## src/design/tmc_pkg.sv

```systemverilog
// Shared types and constants for the triggered multichannel capture block.
// Holds the register file layout, register indexes and the result record.
// No dependencies.
package tmc_pkg;

  localparam int CHANNELS  = 4;
  localparam int MAX_BLOCK = 4096;
  localparam int SAMPLE_W  = 16;
  // Width that holds block lengths up to and including MAX_BLOCK.
  localparam int LEN_W     = $clog2(MAX_BLOCK + 1);
  // Width of the position index inside one block.
  localparam int POS_W     = $clog2(MAX_BLOCK);
  localparam int SRC_W     = $clog2(CHANNELS);
  localparam int CNT_W     = 3;
  localparam int IDX_W     = 8;
  localparam int CFG_W     = 16;

  localparam logic [CNT_W-1:0] CHAN_COUNT_RESET = CNT_W'(1);
  localparam logic [LEN_W-1:0] BLOCK_LEN_RESET  = LEN_W'(1024);
  localparam logic [LEN_W-1:0] MAX_BLOCK_LEN    = LEN_W'(MAX_BLOCK);

  typedef enum logic [IDX_W-1:0] {
    REG_CHANNEL_COUNT  = 8'd0,
    REG_BLOCK_LENGTH   = 8'd1,
    REG_TRIGGER_ENABLE = 8'd2,
    REG_TRIGGER_SOURCE = 8'd3
  } reg_index_t;

  typedef logic [CHANNELS-1:0][SAMPLE_W-1:0] frame_t;

  typedef struct packed {
    logic [CNT_W-1:0] channel_count;
    logic [LEN_W-1:0] block_length;
    logic             trigger_enable;
    logic [SRC_W-1:0] trigger_source;
    logic             length_write;   // one-cycle pulse when block_length is written
  } cfg_t;

  typedef struct packed {
    logic             done;
    logic [POS_W-1:0] position;
    frame_t           samples;
  } result_t;

endpackage

```

## src/design/tmc_regs.sv

```systemverilog
// Configuration register file of the triggered multichannel capture block.
// Decodes writes on the configuration channel; depends on tmc_pkg.
module tmc_regs import tmc_pkg::*; (
  input  logic             clk,
  input  logic             rst,
  input  logic             cfg_valid,
  input  logic [IDX_W-1:0] cfg_index,
  input  logic [CFG_W-1:0] cfg_data,
  output cfg_t             cfg
);

  logic             wr;
  logic [CNT_W-1:0] channel_count;
  logic [LEN_W-1:0] block_length;
  logic             trigger_enable;
  logic [SRC_W-1:0] trigger_source;
  logic             length_write;

  // The channel is always ready, so every valid request is a write.
  assign wr = cfg_valid;

  // The block count is cleared at the same edge that takes the new length.
  assign length_write = wr && (cfg_index == REG_BLOCK_LENGTH);

  always_ff @(posedge clk) begin
    if (rst) begin
      channel_count  <= CHAN_COUNT_RESET;
      block_length   <= BLOCK_LEN_RESET;
      trigger_enable <= 1'b0;
      trigger_source <= '0;
    end else begin
      if (wr) begin
        case (cfg_index)
          REG_CHANNEL_COUNT:  channel_count  <= cfg_data[CNT_W-1:0];
          REG_BLOCK_LENGTH:   block_length   <= cfg_data[LEN_W-1:0];
          REG_TRIGGER_ENABLE: trigger_enable <= cfg_data[0];
          REG_TRIGGER_SOURCE: trigger_source <= cfg_data[SRC_W-1:0];
          default: ;
        endcase
      end
    end
  end

  assign cfg = '{channel_count:  channel_count,
                 block_length:   block_length,
                 trigger_enable: trigger_enable,
                 trigger_source: trigger_source,
                 length_write:   length_write};

endmodule

```

## src/design/tmc_core.sv

```systemverilog
// Trigger detection and block sequencing for the capture block.
// Builds the result for each accepted frame and updates capture state; uses tmc_pkg.
module tmc_core import tmc_pkg::*; (
  input  logic    clk,
  input  logic    rst,
  input  logic    accept,
  input  frame_t  frame,
  input  cfg_t    cfg,
  output logic    emit,
  output result_t result
);

  logic [SAMPLE_W-1:0] previous_trigger_sample;
  logic                previous_valid;
  logic                capture_active;
  logic [LEN_W-1:0]    frames_captured;

  logic [SAMPLE_W-1:0] cur;
  logic                edge_found;
  logic [LEN_W-1:0]    eff_len;
  logic [LEN_W-1:0]    pos;
  logic [LEN_W:0]      pos_inc;
  logic                last;
  logic                capture_active_next;
  logic [LEN_W-1:0]    frames_captured_next;

  always_comb begin
    cur        = frame[cfg.trigger_source];
    edge_found = previous_valid && ($signed(previous_trigger_sample) <= 0)
                 && ($signed(cur) > 0);

    if (cfg.block_length == '0) begin
      eff_len = LEN_W'(1);
    end else if (cfg.block_length > MAX_BLOCK_LEN) begin
      eff_len = MAX_BLOCK_LEN;
    end else begin
      eff_len = cfg.block_length;
    end

    emit                 = 1'b1;
    capture_active_next  = capture_active;
    pos                  = frames_captured;
    if (cfg.trigger_enable && !capture_active) begin
      if (edge_found) begin
        capture_active_next = 1'b1;
        pos                 = '0;
      end else begin
        emit = 1'b0;
      end
    end

    pos_inc = {1'b0, pos} + (LEN_W+1)'(1);
    last    = pos_inc >= {1'b0, eff_len};
    if (last) begin
      frames_captured_next = '0;
      capture_active_next  = 1'b0;
    end else begin
      frames_captured_next = pos_inc[LEN_W-1:0];
    end

    for (int i = 0; i < CHANNELS; i++) begin
      result.samples[i] = (i < int'(cfg.channel_count)) ? frame[i] : '0;
    end
    result.position = pos[POS_W-1:0];
    result.done     = last;
  end

  always_ff @(posedge clk) begin
    if (rst) begin
      previous_trigger_sample <= '0;
      previous_valid          <= 1'b0;
      capture_active          <= 1'b0;
      frames_captured         <= '0;
    end else begin
      if (accept) begin
        previous_trigger_sample <= cur;
        previous_valid          <= 1'b1;
        if (emit) begin
          capture_active <= capture_active_next;
        end
      end
      // Writing the block length restarts the block count.
      if (cfg.length_write) begin
        frames_captured <= '0;
      end else if (accept && emit) begin
        frames_captured <= frames_captured_next;
      end
    end
  end

endmodule

```

## src/design/tmc_skid.sv

```systemverilog
// Output register with a skid stage for the capture block result stream.
// Keeps the input ready while one result waits downstream; uses tmc_pkg.
module tmc_skid import tmc_pkg::*; (
  input  logic    clk,
  input  logic    rst,
  input  logic    push,
  input  result_t push_data,
  output logic    ready,
  output logic    out_valid,
  input  logic    out_ready,
  output result_t out_data
);

  logic    skid_valid;
  result_t skid_data;
  logic    out_free;

  assign ready    = !skid_valid;
  assign out_free = !out_valid || out_ready;

  always_ff @(posedge clk) begin
    if (rst) begin
      out_valid  <= 1'b0;
      skid_valid <= 1'b0;
    end else if (out_free) begin
      if (skid_valid) begin
        out_data   <= skid_data;
        out_valid  <= 1'b1;
        skid_valid <= 1'b0;
      end else begin
        out_data  <= push_data;
        out_valid <= push;
      end
    end else if (push) begin
      skid_data  <= push_data;
      skid_valid <= 1'b1;
    end
  end

endmodule

```

## src/design/triggered_multichannel_capture.sv

```systemverilog
// Triggered multichannel capture: oscilloscope front end with rising-edge trigger.
// The output is registered: an accepted frame shows on the master side from the output or skid register.
// Accepts one frame per cycle while s_tready is high; the skid stage keeps s_tready high
// while one result waits downstream, so input only stalls when the output holds two results.
// Reset (rst, synchronous, active high) clears capture state and loads register defaults.
// Depends on tmc_pkg, tmc_regs, tmc_core and tmc_skid.
module triggered_multichannel_capture import tmc_pkg::*; (
  input  logic             clk,
  input  logic             rst,
  // Sample frames in. Fields from bit 0 up: sample_ch0, sample_ch1, sample_ch2,
  // sample_ch3, each 16-bit signed Q1.15.
  input  logic             s_tvalid,
  output logic             s_tready,
  input  logic [63:0]      s_tdata,
  // Captured frames out. Fields from bit 0 up: captured_ch0, captured_ch1,
  // captured_ch2, captured_ch3 (16 bits each), position_in_block (12 bits),
  // then four zero pad bits.
  output logic             m_tvalid,
  input  logic             m_tready,
  output logic [79:0]      m_tdata,
  output logic             m_tlast,   // block_done
  // Configuration write channel.
  input  logic             cfg_valid,
  output logic             cfg_ready,
  input  logic [IDX_W-1:0] cfg_index,
  input  logic [CFG_W-1:0] cfg_data
);

  cfg_t    cfg;
  frame_t  frame;
  logic    accept;
  logic    emit;
  result_t result;
  result_t out_data;
  logic    push;

  // Register writes never stall, so the channel is always ready.
  assign cfg_ready = 1'b1;

  tmc_regs u_regs (
    .clk       (clk),
    .rst       (rst),
    .cfg_valid (cfg_valid),
    .cfg_index (cfg_index),
    .cfg_data  (cfg_data),
    .cfg       (cfg)
  );

  // The packed frame type places channel 0 in the lowest bits, as on the bus.
  assign frame  = frame_t'(s_tdata);
  assign accept = s_tvalid && s_tready;

  // The core updates its trigger history on every accepted request, and only
  // emits a result when not armed or when the trigger edge arrives.
  tmc_core u_core (
    .clk    (clk),
    .rst    (rst),
    .accept (accept),
    .frame  (frame),
    .cfg    (cfg),
    .emit   (emit),
    .result (result)
  );

  assign push = accept && emit;

  tmc_skid u_skid (
    .clk       (clk),
    .rst       (rst),
    .push      (push),
    .push_data (result),
    .ready     (s_tready),
    .out_valid (m_tvalid),
    .out_ready (m_tready),
    .out_data  (out_data)
  );

  assign m_tdata = {4'b0000, out_data.position, out_data.samples};
  assign m_tlast = out_data.done;

endmodule
```

## config.mk

```make
export PLATFORM = sky130hd
export DESIGN_NAME = triggered_multichannel_capture
export DESIGN_NICKNAME = d
export VERILOG_FILES = /design/src/design/tmc_pkg.sv /design/src/design/tmc_regs.sv /design/src/design/tmc_core.sv /design/src/design/tmc_skid.sv /design/src/design/triggered_multichannel_capture.sv
export SDC_FILE = /design/constraint.sdc
export NUM_CORES = 1
export LEC_CHECK = 0
export BUFFER_PORTS_ARGS = -buffer_cell sky130_fd_sc_hd__clkbuf_2
export CORE_UTILIZATION = 30
export DETAILED_ROUTE_END_ITERATION = 10
export PLACE_DENSITY_LB_ADDON = 0.2
export SKIP_CTS_REPAIR_TIMING = 1
export SLEW_MARGIN = 20
export SYNTH_ARGS = -nofsm -noshare
export SYNTH_HDL_FRONTEND = slang
export SYNTH_SLANG_ARGS = --single-unit
```

## constraint.sdc

```tcl
create_clock -name clk -period 22.1 [get_ports clk]
set_clock_uncertainty 0.15 [all_clocks]
set_input_delay 0 -clock clk [delete_from_list [all_inputs] [get_ports clk]]
set_output_delay 0 -clock clk [all_outputs]
set_load 0.03 [all_outputs]
```

## Yosys cells after proc, flatten, opt, wreduce, memory -nomap -nowiden

Cells that the tools add are included.
W data, S select, Z words.

| storage, ports and cells | value |
|---|---|
| bits of input ports | 93 |
| word-level logic and storage cells | 78 |
| output and inout port bits | 84 |
| register bits | 206 |

| cells by class | value |
|---|---|
| muxes and demuxes | 18 |
| reductions and logical operators | 23 |
| bitwise logic cells | 2 |
| order comparisons | 9 |
| add/sub/neg operators | 1 |
| equal/unequal tests | 3 |

Operators with widths:

| cell | count |
|---|---|
| $mux W16 | 5 |
| $mux W77 | 1 |
| $mux W13 | 5 |
| $bmux W16 S2 | 1 |
| $eq A8 B2 Y1 const B | 2 |
| $gt A16 B1 Y1 const B | 1 |
| $le A16 B1 Y1 const B | 1 |
| $add A13 B1 Y14 const B | 1 |
| $ge A14 B13 Y1 | 1 |
| $gt A13 B13 Y1 const B | 1 |
| $logic_not A13 Y1 | 1 |
| $reduce_and A2 Y1 | 5 |
| $eq A8 B1 Y1 const B | 1 |
| $logic_not A8 Y1 | 1 |
| $logic_and A1 B1 Y1 | 6 |
| $lt A1 B3 Y1 const A | 2 |
| $lt A2 B3 Y1 const A | 2 |
| $mux W1 | 6 |
| $reduce_and A4 Y1 | 1 |
| $reduce_bool A2 Y1 | 2 |
| $reduce_or A2 Y1 | 2 |
| $logic_not A1 Y1 | 3 |
| $lt A2 B3 Y1 const B | 1 |
| $reduce_and A3 Y1 | 1 |
| 2 further kinds | 3 |

## Logic depth before layout (Yosys ltp)

| logic depth | value |
|---|---|
| depth in word-level cells | 10 |
| depth in mapped cells | 22 |
| gate-level depth less buffers | 19 |

## Cells and area by module

A second synthesis with hierarchy kept.

| unflattened totals | value |
|---|---|
| cell total of the unflattened synthesis | 686 |
| area, all modules | 9506.6 µm² |

Modules (own cells, without submodules):

| module | area an instance (µm²) | sequential area each (µm²) | cells each | instances |
|---|---|---|---|---|
| tmc_skid | 5662.9 | 4664.5 | 249 | 1 |
| tmc_core | 2882.8 | 620.6 | 342 | 1 |
| tmc_regs | 903.4 | 380.4 | 86 | 1 |
| triggered_multichannel_capture | 57.6 | 0.0 | 9 | 1 |

## Worst setup path after synthesis

OpenSTA, ideal clock, no wires.

| timing | value |
|---|---|
| path type | reg-to-reg |
| start point | register u_regs.trigger_source[1] |
| end point | register u_skid.skid_data[0] (netlist bit) (enable) |
| data required time | 21.343 ns |
| library setup time | 0.607 ns |
| data arrival time | 6.856 ns |
| slack | 14.487 ns |
| cell stages (with the launch flop) | 7 |
| buffers on the path | 2 |
| period minus slack after synthesis | 7.613 ns |
| cell sequence | dfxtp_1 > clkbuf_1 > buf_2 > mux4_2 > nor3b_2 > a31oi_2 > nor3_1 |

| on the way | value |
|---|---|
| cells in the longest elaborated chain, start to end | 8 |

Ends and longest elaborated chain:

| element | RTL line | text |
|---|---|---|
| start, declared | tmc_regs.sv:16 | `logic [SRC_W-1:0] trigger_source;` |
| start signal, assigned | tmc_regs.sv:37 | `REG_TRIGGER_SOURCE: trigger_source <= cfg_data[SRC_W-1:0];` |
| $bmux W16 S2 | tmc_core.sv:28 | `cur = frame[cfg.trigger_source];` |
| $mux W16 (not written as such) | tmc_core.sv:28 |  |
| $gt A16 B1 Y1 | tmc_core.sv:30 | `&& ($signed(cur) > 0);` |
| $logic_and A1 B1 Y1 | tmc_core.sv:30 |  |
| $mux W1 | tmc_core.sv:44 | `if (edge_found) begin` |
| $mux W1 | tmc_core.sv:43 | `if (cfg.trigger_enable && !capture_active) begin` |
| $logic_and A1 B1 Y1 | triggered_multichannel_capture.sv:65 | `assign push = accept && emit;` |
| $reduce_and A3 Y1 (no line) | n/a |  |
| end signal, assigned | tmc_skid.sv:35 | `skid_data <= push_data;` |
| end, declared | tmc_skid.sv:15 | `result_t skid_data;` |

Every way passes these cells. The select of a mux whose other input is x is not followed.
A chain may end at the register's enable or synchronous reset.

==> summary.md <==
| Metric | Value |
|---|---|
| CP arrival | 6.55 ns |
| Share of async-settable or async-resettable flops after synthesis | 0% |
| Wirelength, routed | 23900 µm |
| Total gr overflow | 0 |
| RSZ-0062 raised after global routing | no |
| DR iter-0 viols | 292 |
| Final ANT Viol Nets | 0 |
| Initial antenna violation count | 0 |
| Cts bufs inserted | 25 |
| CTS root buf | clkbuf_16 |
| Chip height | 177 µm |
| Worst slew pin tran | 0.962 ns |
| Most common cell after layout, fill and taps aside | clkbuf_2 |
| Ys flop type | edfxtp_1 |
| Cells after Synth | 684 |
| Core area | 29900 µm² |
| Number of synthesized flops with an enable pin | 154 |
| Tcrit/Tclk final | 28.4% |
| Final Power | 917 µW |
| Final setup TNS | 0 ns |
| Register bit count reported by yosys | 206 |
| Port bufs | 168 |
| Hold Startpoint | cfg_index[6] |
| Status | finished, final reports clean |
| Mean post-synth cell area | 13.5 µm² |
| DR vias | 6302 |
| Minimum clock period | 6.27 ns |
| I/O pins | 177 |
| Distinct cells, synth | 59 |
| First-pass GRT wire length | 34400 µm |
| Post-synthesis instance area | 9200 µm² |
| Min-delay worst type | input port to register |
| Rel. slew slack | 35.8% |
| Clock transition at path regs | 0.06 ns |
| Met1 Wirelength | 11700 µm |
| Endpoints failing hold | 0 |
| Total die area | 31400 µm² |
| HPWL after DPL | 15600 µm |
| WL met2 | 10500 µm |
| Fraction of layout cells with a size suffix above 1 | 31.8% |
| Initial Util | 30.8% |
| Placed cells | 1215 |
| Seq/Total Area, Yosys | 61.6% |
| Routed wl met3 | 1410 µm |
| Vias per Instance | 4.64 |
| Max_cap viols | 0 |
| Ant diodes | 0 |
| Post-Layout Inst Area | 12200 µm² |
| Synth warn | 0 |
| Die width | 177 µm |
| Crit path launch type | register |
| H-tree depth | 1 |
| Power per cell area | 75.0 nW/µm² |
| Crit end category | register |
| Maximum clock path buffer count | 3 |
| IR drop worst, VDD | 0.0000504 V |
| Area grow syn2layout | 32.8% |
| Worst-skew pair later-pin latency | 0.54 ns |
| P_leak | 0.00502 µW |
| Crit Path Max Fanout | 15 |
| R2R setup slack | 15.83 ns |
| Peak Freq | 160 MHz |
| Gpl congestion | 0.795 |
| Pins over their slew limit | 0 |
| Non-filler instance count after layout | 1358 |
| Critical path type | register to register |
| Worst reg2reg startpoint | u_regs.trigger_source[0] |
| Most frequent cells in the layout | 168 x clkbuf_2, 154 x edfxtp_1, 99 x dlygate4sd3_1, 78 x and2_1, 75 x mux2_2 |
| DP Area | 10400 µm² |
| DRC | 0 |
| Pre-Repair DR Iteration Count | 4 |
| # clock sinks | 206 |
| Fin nets | 1058 |
| TritonCTS clock tree | done |
| Crit path required time | 22.38 ns |
| Largest net degree at the start of global routing | 66 |
| Vias in the first global route | 5837 |
| # setup viols final | 0 |
| WL per Instance | 17.6 µm |
| Top sig layer | met4 |
| Total GRT Usage | 14.5% |
| Row cnt | 63 |
| Util after Layout | 40.9% |
| Start point of the critical path | u_regs.trigger_source[0] |
==> Yosys cell counts, types with 3 or more instances <==
master	number	area share, %
dfxtp_1	52	11
and3_1	3	0.20
and2_1	78	5.3
nor3_1	6	0.33
mux4_1	8	2.3
o211ai_1	3	0.24
xnor2_1	5	0.48
mux2_2	75	9.2
inv_1	6	0.24
clkbuf_1	27	1.1
ha_1	14	1.9
nor2b_1	5	0.34
nand4_1	6	0.41
nor4_1	6	0.41
nand2_1	66	2.7
edfxtp_1	154	50
nor2_1	37	1.5
o21ai_1	3	0.16
nand3_1	14	0.76
buf_4	6	0.49
xor2_1	4	0.38
o21ai_0	8	0.44
nand2b_1	4	0.27
mux4_2	8	2.0
a21oi_1	25	1.4
nor4_2	3	0.41
mux2i_1	18	2.0
==> critical path, cell delays in order, from the launching register on <==
cell	delay, ns
dfxtp_1	0.51
buf_4	0.36
mux4_1	0.71
nor4_2	0.30
nand4_1	0.23
nand3_2	0.31
and2_1	0.33
ha_1	0.33
and2_1	0.27
and3_1	0.27
nand3_1	0.11
xor2_1	0.24
nor2_1	0.09
ha_1	0.22
nor2_1	0.10
o21ai_0	0.10
o211ai_1	0.10
o311ai_0	0.22
a21oi_1	0.64
nand2_1	0.32
o21ai_0	0.25
==> path summary, 6_finish.rpt <==
kind                                                          end  cells after the start
worst max register to register          u_core.frames_captured[9]                     20
worst max-delay path                    u_core.frames_captured[9]                     20
worst min-delay path                      u_regs.block_length[10]                      5
worst min register to register  u_core.previous_trigger_sample[4]                      2
==> power breakdown <==
part / switching [µW] / leakage (µW) / internal (µW)
sequential: 4.29 / 0.00201 / 426
clock: 162 / 0.000396 / 247
combinational: 46.2 / 0.00261 / 31.1
total: 212 / 0.00502 / 704
==> layer usage <==
metal | global-route usage (%) | up-vias
met5 | 0 | -
met4 | 3.52 | 0
met3 | 3.07 | 26
met2 | 21.4 | 171
met1 | 21.3 | 3055
li1 | - | 3050
==> per-stage QoR <==
| stage | setup WS (ns) | hold slack [ns] |
|---|---|---|
| 3_3_place_gp | 15.98 | 0.0816 |
| 5_1_grt | 15.41 | 0.0395 |
| 2_1_floorplan | 14.49 | -0.0321 |
| 3_5_place_dp | 15.90 | 0.0859 |
| 6_report | 15.83 | 0.00298 |
| 4_1_cts | 15.87 | -0.462 |
==> final cells by class <==
cell class / count / area (µm²)
fill: 2840 / 17700
inverter: 8 / 31.3
clock buffer: 34 / 669
clock inverter: 10 / 138
tap: 390 / 488
multi-input combinational: 435 / 3340
timing repair buffer: 275 / 1890
sequential: 206 / 5670
==> kinds of logic after synthesis <==
family	share of synthesized area [%]
and+or+nand+nor	13.9
DFF	61.6
muxes	15.5
AOI/OAI and AO/OA	3.82
buffers and inverters	2.41
adders and majority gates	1.90
xor gates and xnor gates	0.856
other	0.0816
==> sequential cells by signal, summed over array words and instances (netlist names) <==
register,flops
u_core.previous_trigger_sample,16
u_core.frames_captured,13
u_core.previous_valid,1
u_skid.skid_data,77
u_regs.channel_count,3
u_regs.block_length,13
u_skid.out_valid,1
u_core.capture_active,1
u_regs.trigger_source,2
u_skid.out_data,77
u_regs.trigger_enable,1
u_skid.skid_valid,1
Note: power is estimated with default switching activity, not from simulation.
